[config.mk]
export PLATFORM = sky130hd
export DESIGN_NAME = rdr_cfg
export DESIGN_NICKNAME = d
export VERILOG_FILES = /design/src/hw/rtl/rdr_pkg.sv /design/src/hw/rtl/rdr_cfg.sv
export SDC_FILE = /design/constraint.sdc
export NUM_CORES = 1
export LEC_CHECK = 0
export ABC_AREA = 1
export ABC_CLOCK_PERIOD_IN_PS = 2400
export BUFFER_PORTS_ARGS = -buffer_cell sky130_fd_sc_hd__buf_2
export CAP_MARGIN = 20
export CORE_MARGIN = 2
export CORE_UTILIZATION = 49
export DETAILED_ROUTE_END_ITERATION = 6
export PLACE_DENSITY = 0.77
export SYNTH_ARGS = -nofsm -noshare
export SYNTH_HDL_FRONTEND = slang
export SYNTH_SLANG_ARGS = --single-unit
[constraint.sdc]
create_clock -name i_clk -period 2.4 [get_ports i_clk]
set_input_delay 0.24 -clock i_clk [delete_from_list [all_inputs] [get_ports i_clk]]
set_output_delay 0.24 -clock i_clk [all_outputs]
set_load 0.05 [all_outputs]
[src/hw/rtl/rdr_pkg.sv]
// shared types and constants of the radial distortion remap block
// no dependencies
`timescale 1ns / 1ps

package rdr_pkg;

    // parameter defaults
    localparam int COORD_BITS_DEF    = 14;
    localparam int OUT_FRAC_BITS_DEF = 8;

    // port widths
    localparam int IN_W       = 14;
    localparam int COEF_W     = 24;
    localparam int NORM_W     = 32;
    localparam int CTR_W      = 13;
    localparam int OUT_W      = 24;
    localparam int CFG_IDX_W  = 3;
    localparam int CFG_DATA_W = 32;

    // fixed point formats
    localparam int QF      = 20;
    localparam int R_W     = 23;
    localparam int R2_W    = 26;
    localparam int R3_W    = 29;
    localparam int S_W     = 36;
    localparam int KT_W    = 27;
    localparam int ONE_Q   = 1 << QF;
    localparam int OUT_MAX = 8388607;
    localparam int OUT_MIN = -8388608;

    // square root: result bits per pipeline stage
    localparam int SQ_STEP = 4;
    // register stages from radius to scale
    localparam int SC_LAT  = 6;

    // register indexes
    localparam logic [CFG_IDX_W-1:0] CFG_COEF_A   = 3'd0;
    localparam logic [CFG_IDX_W-1:0] CFG_COEF_B   = 3'd1;
    localparam logic [CFG_IDX_W-1:0] CFG_COEF_C   = 3'd2;
    localparam logic [CFG_IDX_W-1:0] CFG_NORM     = 3'd3;
    localparam logic [CFG_IDX_W-1:0] CFG_CENTER_X = 3'd4;
    localparam logic [CFG_IDX_W-1:0] CFG_CENTER_Y = 3'd5;

    typedef struct packed {
        logic signed [COEF_W-1:0] coef_a;
        logic signed [COEF_W-1:0] coef_b;
        logic signed [COEF_W-1:0] coef_c;
        logic        [NORM_W-1:0] norm_factor;
        logic        [CTR_W-1:0]  center_x;
        logic        [CTR_W-1:0]  center_y;
        logic signed [KT_W-1:0]   kterm;      // 1 - a - b - c in Q.20
    } t_cfg;

endpackage

[src/hw/rtl/rdr_cfg.sv]
// configuration register file of the radial distortion remap block
// depends on rdr_pkg
`timescale 1ns / 1ps

module rdr_cfg (
    input  logic                           i_clk,
    input  logic                           i_rst_n,
    input  logic                           i_cfg_valid,
    input  logic [rdr_pkg::CFG_IDX_W-1:0]  i_cfg_index,
    input  logic [rdr_pkg::CFG_DATA_W-1:0] i_cfg_data,
    output logic                           o_cfg_ready,
    output rdr_pkg::t_cfg                  o_cfg
);
    import rdr_pkg::*;

    t_cfg r_cfg, n_cfg;

    // always ready for a write beat
    assign o_cfg_ready = 1'b1;
    assign o_cfg       = r_cfg;

    // register writes, constant term is computed from the registered coefficients and follows them in the next cycle
    always_comb begin
        n_cfg = r_cfg;
        if (i_cfg_valid) begin
            case (i_cfg_index)
                CFG_COEF_A:   n_cfg.coef_a      = $signed(i_cfg_data[COEF_W-1:0]);
                CFG_COEF_B:   n_cfg.coef_b      = $signed(i_cfg_data[COEF_W-1:0]);
                CFG_COEF_C:   n_cfg.coef_c      = $signed(i_cfg_data[COEF_W-1:0]);
                CFG_NORM:     n_cfg.norm_factor = i_cfg_data[NORM_W-1:0];
                CFG_CENTER_X: n_cfg.center_x    = i_cfg_data[CTR_W-1:0];
                CFG_CENTER_Y: n_cfg.center_y    = i_cfg_data[CTR_W-1:0];
                default: ;
            endcase
        end
        n_cfg.kterm = KT_W'(ONE_Q) - KT_W'($signed(r_cfg.coef_a))
                    - KT_W'($signed(r_cfg.coef_b)) - KT_W'($signed(r_cfg.coef_c));
    end

    always_ff @(posedge i_clk) begin
        if (!i_rst_n) begin
            r_cfg <= '{kterm: KT_W'(ONE_Q), default: '0};
        end else begin
            r_cfg <= n_cfg;
        end
    end

endmodule

==> qor.csv <==
metric,value,unit
synth_flop_cell,dfxtp_1,
yosysTopAreaCellShare,0.4006,
syn-cell-area,7845,µm²
root_buffer,clkbuf_16,
wirelength,28550,µm
fin_crit_sh,1.125,
clock_latency,0.44,ns
synth_top_area_cell,dfxtp_1,
die_y,130.5,µm
groute.usage.overall,0.2922,
fin_setup_tns,-3.913,ns
endpoint_kind,flop,
numCtsBuffers,17,
port_buffers,194,
drt_iter0_markers,745,
cts_tree,yes,
overflow,0,
hold_violations,0,
cp-start-kind,flop,
synth_seq_cells,157,
crit_type,reg2reg,
core_area,15770,µm²
place_area,10310,µm²
clk_pin_slew_worst_paths,0.06,ns
pin_count,196,
clock.fmax,0.3705,GHz
rsz0062_at_grt,yes,
die_x,130.5,µm
power,9658,µW
maxCapViolations,0,
cts_max_level,4,
min_path_type,in2reg,
drtPass1Iterations,6,
synth.area.top_cells,"dfxtp_1 (40%), inv_1 (8.8%), o21ai_0 (8.7%)",
clock_sinks,157,
dp.final_hpwl,16240,µm
synth_nets,1166,
nets,1472,
drv_slew,0,
critPathRequiredTime,2.72,ns
place.gp.congestion,0.9373,
synth_seq_area_share,0.4006,
instances_no_fill,1588,
grt_pass1_wl,38690,µm
leakage,0.005508,µW
ys_types,34,
grt_start_max_net_pins,53,
postRouteAntennaNets,0,
vias_per_cell,5.390,
status,"finished, violations left",
cts_buffer_depth,2,
synth_most_common_cell,inv_1,
setup-violations-final,21,
rows,46,
cellPowerDensity,808.4,nW/µm²
worstMarginPinSlew,0.8249,ns
netlist_top_cells_count,"inv_1 (183), dfxtp_1 (157), nand2_1 (150)",
die-area,17040,µm²
peakVddDrop,0.5579,mV
synthArstFlopShare,0,
antenna_found_initial,0,
grt_pass1_vias,7710,
avgSynthCellArea,7.450,µm²
start_util,0.4975,
vias,8559,
drive_gt1_frac,0.4752,
dp_cells,1535,
final_area,11950,µm²
violations,setup timing,
remaining_drc_errors,0,
syn_to_final_growth,52.28,%
cp_max_fo,4,
worst_slack,-0.2989,ns
wl_per_cell,17.98,µm
yosys_warnings,0,
num_antenna_cells,0,
relSlewSlack,0.4492,
synth_edf_count,0,
finalCriticalPeriod,2.699,ns
finClkSkew,0.01243,ns
largest_register_ffs,157,
arrival,3.02,ns
syn_inst,1053,
nFillCells,1068,
## path summary, 6_finish.rpt
check,startpoint,end,slack [ns],cells past startpoint
setup / recovery,o_cfg[134],o_cfg[9],-0.30,14
hold / removal,i_cfg_data[27],o_cfg[80],0.08,3
setup reg to reg,o_cfg[134],o_cfg[9],-0.30,14
hold reg to reg,o_cfg[77],o_cfg[77],0.44,2
## cells in the final DEF (no fill, tap or decap), types with 17 or more instances in the layout
cell       synthesis  final
clkbuf_16          0     17
nand2_1          150     91
nand2_2            5     38
dfxtp_4            0     65
nand2_4            0     25
inv_1            183    149
a21oi_1          125    113
nor2_1           119    104
o21ai_0          137    135
inv_2              8     37
dfxtp_1          157     87
buf_2             13    193
buf_4              1    128
ha_4               0     45
## timing repair
action / 4_1_cts / 5_1_grt
setup buffers: 10 / 11
resized for setup: 92 / 126
hold buffers: 0 / 0
pin swaps: 62 / 73
endpoints found under the setup margin: 22 / 22
## report_power, final
group          internal [µW]  switching, µW  total, µW
combinational           1500           2790       4290
clock                   1350           1180       2530
sequential              2770           69.7       2840
total                   5620           4040       9660
## through the flow
step,utilization,setup WS (ns),hold slack [ns]
after CTS,0.7225,-0.1929,0.08014
after detailed placement,0.6540,-0.2162,0.4312
final,0.7575,-0.2989,0.08051
after global placement,0.6540,-0.1955,0.4272
after floorplan,-,-0.1855,0.3736
after global routing,0.7575,-0.3805,0.09181
## cells by family after synthesis
kind of cell	synth area share
compound gates	0.1770
xor+xnor	0.001117
fa+ha+maj	0.1426
buf+inv	0.1131
flops	0.4006
other cells	0.0004780
simple gates	0.1651
## worst max-delay path: stages (launching register included)
cell	delay [ns]
dfxtp_4	0.35
ha_4	0.23
fa_1	0.43
inv_1	0.07
ha_2	0.18
inv_2	0.04
fa_2	0.42
inv_2	0.10
nand2_4	0.06
o21ai_4	0.20
nand2_2	0.09
nand2_4	0.10
buf_4	0.12
xnor2_2	0.11
nor2_1	0.07
## final cells by class
| type | instances | area [µm²] | area share |
|---|---|---|---|
| Clock buffer | 19 | 432.9 | 0.03624 |
| Clock inverter | 13 | 108.9 | 0.009112 |
| Inverter | 191 | 729.5 | 0.06106 |
| Multi-Input combinational cell | 665 | 5000 | 0.4185 |
| Sequential cell | 157 | 3393 | 0.2840 |
| Tap cell | 216 | 270.3 | 0.02262 |
| Timing Repair Buffer | 327 | 2012 | 0.1684 |
## per-layer routing
metal  vias to the layer above  track usage  wire length [µm]
met5                         -            0                 0
met4                         0       0.1383              1928
met3                       173      0.07736              2537
met2                       512       0.4672             13110
met1                      3931       0.3696             10970
li1                       3943            -                 -
(Power assumes the default switching activity.)
