==> src/hw/rtl/rdr_pkg.sv <==
// shared types and constants of the radial distortion remap block
// no dependencies
`timescale 1ns / 1ps

package rdr_pkg;

    // parameter defaults
    localparam int COORD_BITS_DEF    = 14;
    localparam int OUT_FRAC_BITS_DEF = 8;

    // port widths
    localparam int IN_W       = 14;
    localparam int COEF_W     = 24;
    localparam int NORM_W     = 32;
    localparam int CTR_W      = 13;
    localparam int OUT_W      = 24;
    localparam int CFG_IDX_W  = 3;
    localparam int CFG_DATA_W = 32;

    // fixed point formats
    localparam int QF      = 20;
    localparam int R_W     = 23;
    localparam int R2_W    = 26;
    localparam int R3_W    = 29;
    localparam int S_W     = 36;
    localparam int KT_W    = 27;
    localparam int ONE_Q   = 1 << QF;
    localparam int OUT_MAX = 8388607;
    localparam int OUT_MIN = -8388608;

    // square root: result bits per pipeline stage
    localparam int SQ_STEP = 4;
    // register stages from radius to scale
    localparam int SC_LAT  = 6;

    // register indexes
    localparam logic [CFG_IDX_W-1:0] CFG_COEF_A   = 3'd0;
    localparam logic [CFG_IDX_W-1:0] CFG_COEF_B   = 3'd1;
    localparam logic [CFG_IDX_W-1:0] CFG_COEF_C   = 3'd2;
    localparam logic [CFG_IDX_W-1:0] CFG_NORM     = 3'd3;
    localparam logic [CFG_IDX_W-1:0] CFG_CENTER_X = 3'd4;
    localparam logic [CFG_IDX_W-1:0] CFG_CENTER_Y = 3'd5;

    typedef struct packed {
        logic signed [COEF_W-1:0] coef_a;
        logic signed [COEF_W-1:0] coef_b;
        logic signed [COEF_W-1:0] coef_c;
        logic        [NORM_W-1:0] norm_factor;
        logic        [CTR_W-1:0]  center_x;
        logic        [CTR_W-1:0]  center_y;
        logic signed [KT_W-1:0]   kterm;      // 1 - a - b - c in Q.20
    } t_cfg;

endpackage

==> src/hw/rtl/rdr_isqrt.sv <==
// pipelined integer square root, SQ_STEP result bits per stage
// depends on rdr_pkg
`timescale 1ns / 1ps

module rdr_isqrt #(
    parameter int N_ST = 6
) (
    input  logic                                   i_clk,
    input  logic [2*N_ST*rdr_pkg::SQ_STEP-1:0]     i_rad,
    output logic [N_ST*rdr_pkg::SQ_STEP-1:0]       o_root
);
    import rdr_pkg::*;

    localparam int NS  = N_ST * SQ_STEP;
    localparam int RMW = NS + 3;

    logic [2*NS-1:0] r_rad  [N_ST];
    logic [NS-1:0]   r_root [N_ST];
    logic [RMW-1:0]  r_rem  [N_ST];

    for (genvar g = 0; g < N_ST; g++) begin : g_st
        logic [2*NS-1:0] rad_in, n_rad;
        logic [NS-1:0]   root_in, n_root;
        logic [RMW-1:0]  rem_in, n_rem;

        if (g == 0) begin : g_first
            assign rad_in  = i_rad;
            assign root_in = '0;
            assign rem_in  = '0;
        end else begin : g_next
            assign rad_in  = r_rad[g-1];
            assign root_in = r_root[g-1];
            assign rem_in  = r_rem[g-1];
        end

        // digit-by-digit root, two radicand bits per step
        always_comb begin : p_steps
            logic [RMW-1:0] acc;
            logic [RMW-1:0] trial;
            n_rad  = rad_in;
            n_root = root_in;
            n_rem  = rem_in;
            for (int i = 0; i < SQ_STEP; i++) begin
                acc   = {n_rem[RMW-3:0], n_rad[2*NS-1 -: 2]};
                trial = RMW'({n_root, 2'b01});
                n_rad = n_rad << 2;
                if (acc >= trial) begin
                    n_rem  = acc - trial;
                    n_root = {n_root[NS-2:0], 1'b1};
                end else begin
                    n_rem  = acc;
                    n_root = {n_root[NS-2:0], 1'b0};
                end
            end
        end

        always_ff @(posedge i_clk) begin
            r_rad[g]  <= n_rad;
            r_root[g] <= n_root;
            r_rem[g]  <= n_rem;
        end
    end

    assign o_root = r_root[N_ST-1];

endmodule

==> config.mk <==
export PLATFORM = sky130hd
export DESIGN_NAME = rdr_isqrt
export DESIGN_NICKNAME = d
export VERILOG_FILES = /design/src/hw/rtl/rdr_pkg.sv /design/src/hw/rtl/rdr_isqrt.sv
export SDC_FILE = /design/constraint.sdc
export NUM_CORES = 1
export LEC_CHECK = 0
export ABC_AREA = 1
export ABC_CLOCK_PERIOD_IN_PS = 15850
export BUFFER_PORTS_ARGS = -buffer_cell sky130_fd_sc_hd__buf_4
export CAP_MARGIN = 20
export CELL_PAD_IN_SITES_DETAIL_PLACEMENT = 1
export CELL_PAD_IN_SITES_GLOBAL_PLACEMENT = 1
export CORE_MARGIN = 4
export CORE_UTILIZATION = 49
export DETAILED_ROUTE_END_ITERATION = 10
export PLACE_DENSITY_LB_ADDON = 0.1
export REMOVE_ABC_BUFFERS = 1
export SLEW_MARGIN = 10
export SYNTH_ARGS = -nofsm -noshare
export SYNTH_HDL_FRONTEND = slang
export SYNTH_SLANG_ARGS = --single-unit
==> constraint.sdc <==
create_clock -name i_clk -period 15.85 [get_ports i_clk]
set_input_delay 1.585 -clock i_clk [delete_from_list [all_inputs] [get_ports i_clk]]
set_output_delay 1.585 -clock i_clk [all_outputs]
set_load 0.01 [all_outputs]
==> flow_metrics.py <==
metrics = {
    "global_route": {
        "antenna_found_initial": 5,
        "grt_pass1_vias": 41570,
        "grt_max_degree": 37,
        "use_met3": 0.03678,
        "top_usage_layer": "met2",
        "grt_use_total": 0.3476,
        "met1_usage": 0.4383,
        "grt_pass1_wl_um": 222100,
        "grtUsageMet2": 0.6184,
        "gr-total-overflow": 0,
    },
    "sta": {
        "min_period_over_period": 0.7540,
        "skew_ns": 0.02698,
        "min_period_ns": 11.95,
        "hold_violations": 0,
        "slew_viol_final": 0,
        "fin_ws_ns": 3.899,
        "tns_ns": 0,
        "worst_pin_slew_ns": 0.9763,
        "fmax_mhz": 83.67,
        "slew_headroom": 0.3467,
        "rsz0062_at_grt": "false",
        "setup_viol": 0,
    },
    "layout": {
        "regArea_mm2": 0.006586,
        "drive_gt1_frac": 0.05955,
        "layout.nets": 6590,
        "multi_input_area_mm2": 0.02585,
        "fillers": 10640,
        "fin_util": 0.5336,
        "area_growth_pct": 7.411,
    },
    "worst_setup_path": {
        "regToRegSetupSlack_ns": 3.90,
        "critical_path_class": "reg -> reg",
        "crit_path_frequent_cell": "nand2_1",
        "crit_path_max_fanout": 26,
        "critPathSlowestCell": "nand2_1",
        "timing.rr.end": "r_rem[3][7]",
        "r2r_cells": 46,
        "cpPeakStageDelay_ns": 0.72,
        "cp_data_arrival_time_ns": 12.36,
        "crit_family": "simple AND/OR/NAND/NOR gates",
        "cp-start-kind": "flop",
        "worstSetupPathDepth": 46,
        "cp.required_ns": 16.26,
        "cp-end-kind": "flop",
        "rr_startpoint": "r_root[2][1]",
        "path_buf_inv": 8,
    },
    "hold_path": {
        "hp-start": "r_rad[3][25]",
        "worstHoldEndpoint": "r_rad[4][33]",
        "min_path_cells": 0,
        "min_path_type": "reg -> reg",
    },
    "die": {
        "die_h_um": 280.4,
        "rows": 99,
        "start_util": 0.4967,
        "ios": 73,
        "die_w_um": 280.4,
        "dieArea_mm2": 0.07864,
        "core_area_mm2": 0.07321,
    },
    "place": {
        "port-buffer-count": 72,
        "pre_cts_ws_ns": 4.235,
        "hpwlAfterDp_um": 116100,
        "gp_congestion": 0.9998,
    },
    "clock_tree": {
        "cts.sinks": 329,
        "clk_path_buf_depth": 3,
        "clk_latency_ns": 0.59,
        "cts_root_buf": "clkbuf_16",
        "cts_buffers": 40,
        "postCtsHoldBufs": 0,
        "cts_setup_buffers": 0,
        "cts_max_level": 2,
        "cts-resized-gates": 0,
        "cts_tree": "done",
        "cts.clk_slew.worst_paths_ns": 0.06,
    },
    "detailed_routing": {
        "drc": 0,
        "vias": 41080,
        "wl_per_cell_um": 19.55,
        "drt_pass1_iterations": 8,
        "wl_um": 140900,
        "first_iter_violations": 2559,
        "ant_nets": 0,
        "via_per_inst": 5.699,
    },
    "synth": {
        "synth_area_leaders": "nand2_1, dfxtp_1, ha_1",
        "synth_top_cell_area_share": 0.1850,
        "synth_warnings": 0,
        "synth_cell_type_count": 67,
        "ys.flop_type": "dfxtp_1",
        "synth_cells": 6170,
        "async_reset_ff_frac": 0,
        "ys_ff_latch": 329,
        "syn_avg_cell_area_um2": 5.894,
        "ys_seq_area_frac": 0.1811,
        "yosysTopAreaCell": "nand2_1",
        "synth_area_mm2": 0.03636,
        "synth_edf_count": 0,
    },
    "outcome": {
        "status": "complete, no violations",
    },
    "pwr": {
        "p_switching_w": 0.002867,
        "power.share.switching": 0.5298,
        "p_int_w": 0.002544,
        "vdd_drop_max_uv": 100.5,
        "power_density_mw_per_mm2": 138.5,
        "p_clk_frac": 0.182,
        "leakage_nw": 20.51,
        "power_frac_seq": 0.205,
        "p_comb_frac": 0.613,
    },
    "run": {
        "maxCapViolCount": 0,
    },
}
layout by cell type, fill, tap and decap left out, types with 11 or more instances in the layout:
| master | count |
|---|---|
| a21o_1 | 17 |
| a21oi_1 | 361 |
| a31oi_1 | 17 |
| and2_1 | 11 |
| buf_4 | 79 |
| clkbuf_16 | 41 |
| dfxtp_1 | 329 |
| ha_1 | 323 |
| inv_1 | 882 |
| inv_2 | 30 |
| nand2_1 | 1792 |
| nand2_2 | 54 |
| nand3_1 | 469 |
| nand3_2 | 26 |
| nand3b_1 | 38 |
| nand4_1 | 141 |
| nor2_1 | 648 |
| nor2_2 | 31 |
| nor2_4 | 17 |
| nor3_1 | 72 |
| nor4_1 | 19 |
| o211ai_1 | 12 |
| o21a_1 | 29 |
| o21ai_0 | 381 |
| o21ai_1 | 22 |
| o21bai_1 | 15 |
| or2_2 | 28 |
| xnor2_1 | 124 |
| xor2_1 | 125 |
logic make-up (layout without fill, tap and decap cells):
family          Yosys count  count (layout)  synth area share
other cells               1               5         0.0001031
xor+xnor                249             249           0.05997
flops                   329             329            0.1811
buf+inv                 991            1066            0.1082
simple gates           3370            3370            0.4035
fa+ha+maj               323             323            0.1111
mux                       3               3         0.0008258
compound gates          904             904            0.1351
layer usage:
layer	part of all wire	routed length [um]	vias up
li1	-	-	20060
met2	0.48	66960	1184
met4	0.038	5413	2
met3	0.052	7321	300
met1	0.43	61190	19540
met5	0.000092	13	-
power by group through the flow:
stage	Clock [W]	Combinational, W	Sequential (W)
6_report	0.000984	0.00332	0.00111
2_1_floorplan	0	0.00235	0.00105
3_3_place_gp	0	0.00314	0.00111
5_1_grt	0.00103	0.00370	0.00112
3_5_place_dp	0	0.00323	0.00112
4_1_cts	0.00100	0.00327	0.00110
worst max-delay path by stage:
stage | start | endpoint
global placement | r_root[2][1] | r_rem[3][10]
detailed placement | r_root[2][1] | r_rem[3][7]
global route | r_root[2][2] | r_rem[3][7]
floorplan | r_root[4][0] | r_root[5][0]
finish | r_root[2][1] | r_rem[3][7]
CTS | r_root[2][1] | r_rem[3][10]
Yosys cell counts (7+ instances only):
| master | n |
|---|---|
| a21oi_1 | 361 |
| buf_2 | 9 |
| nand4_1 | 141 |
| a21o_1 | 17 |
| nand2_2 | 54 |
| xor2_1 | 125 |
| nor4_1 | 19 |
| or2_2 | 28 |
| buf_6 | 19 |
| nand3b_1 | 38 |
| o21ai_1 | 22 |
| inv_1 | 882 |
| nor3_1 | 72 |
| o21a_1 | 29 |
| nand3_1 | 469 |
| a211oi_1 | 7 |
| o21ai_0 | 381 |
| xnor2_1 | 124 |
| buf_4 | 8 |
| a21boi_0 | 7 |
| nand3_2 | 26 |
| nand2_1 | 1792 |
| nor2_2 | 31 |
| nor2_1 | 648 |
| ha_1 | 323 |
| dfxtp_1 | 329 |
| and2_1 | 11 |
| a31oi_1 | 17 |
| nor2_4 | 17 |
| o211ai_1 | 12 |
| nand2_4 | 7 |
| a21oi_2 | 9 |
| inv_2 | 30 |
| o21bai_1 | 15 |
| clkbuf_1 | 35 |
through the flow:
stage / power [W] / instance area (um2) / std cells / hold slack (ns)
floorplan: 0.003393 / 35880 / 6097 / 0.3096
global placement: 0.004251 / 37670 / 7135 / 0.3096
detailed placement: 0.004350 / 37670 / 7135 / 0.3132
CTS: 0.005374 / 39060 / 7206 / 0.3261
global route: 0.005851 / 39060 / 7206 / 0.3304
finish: 0.005411 / 39060 / 7208 / 0.3228
cell type report:
type,count,area share
Antenna cell,2,0.0001281
Clock buffer,50,0.02841
Clock inverter,21,0.006983
Inverter,916,0.08815
Multi-Input combinational cell,4852,0.6618
Sequential cell,329,0.1686
Tap cell,959,0.03072
Timing Repair Buffer,79,0.01518
registers in the layout (all words and copies together) (netlist names):
name,cells
r_rad,120
r_rem,125
r_root,84
Power figures use the tool's default switching activity.
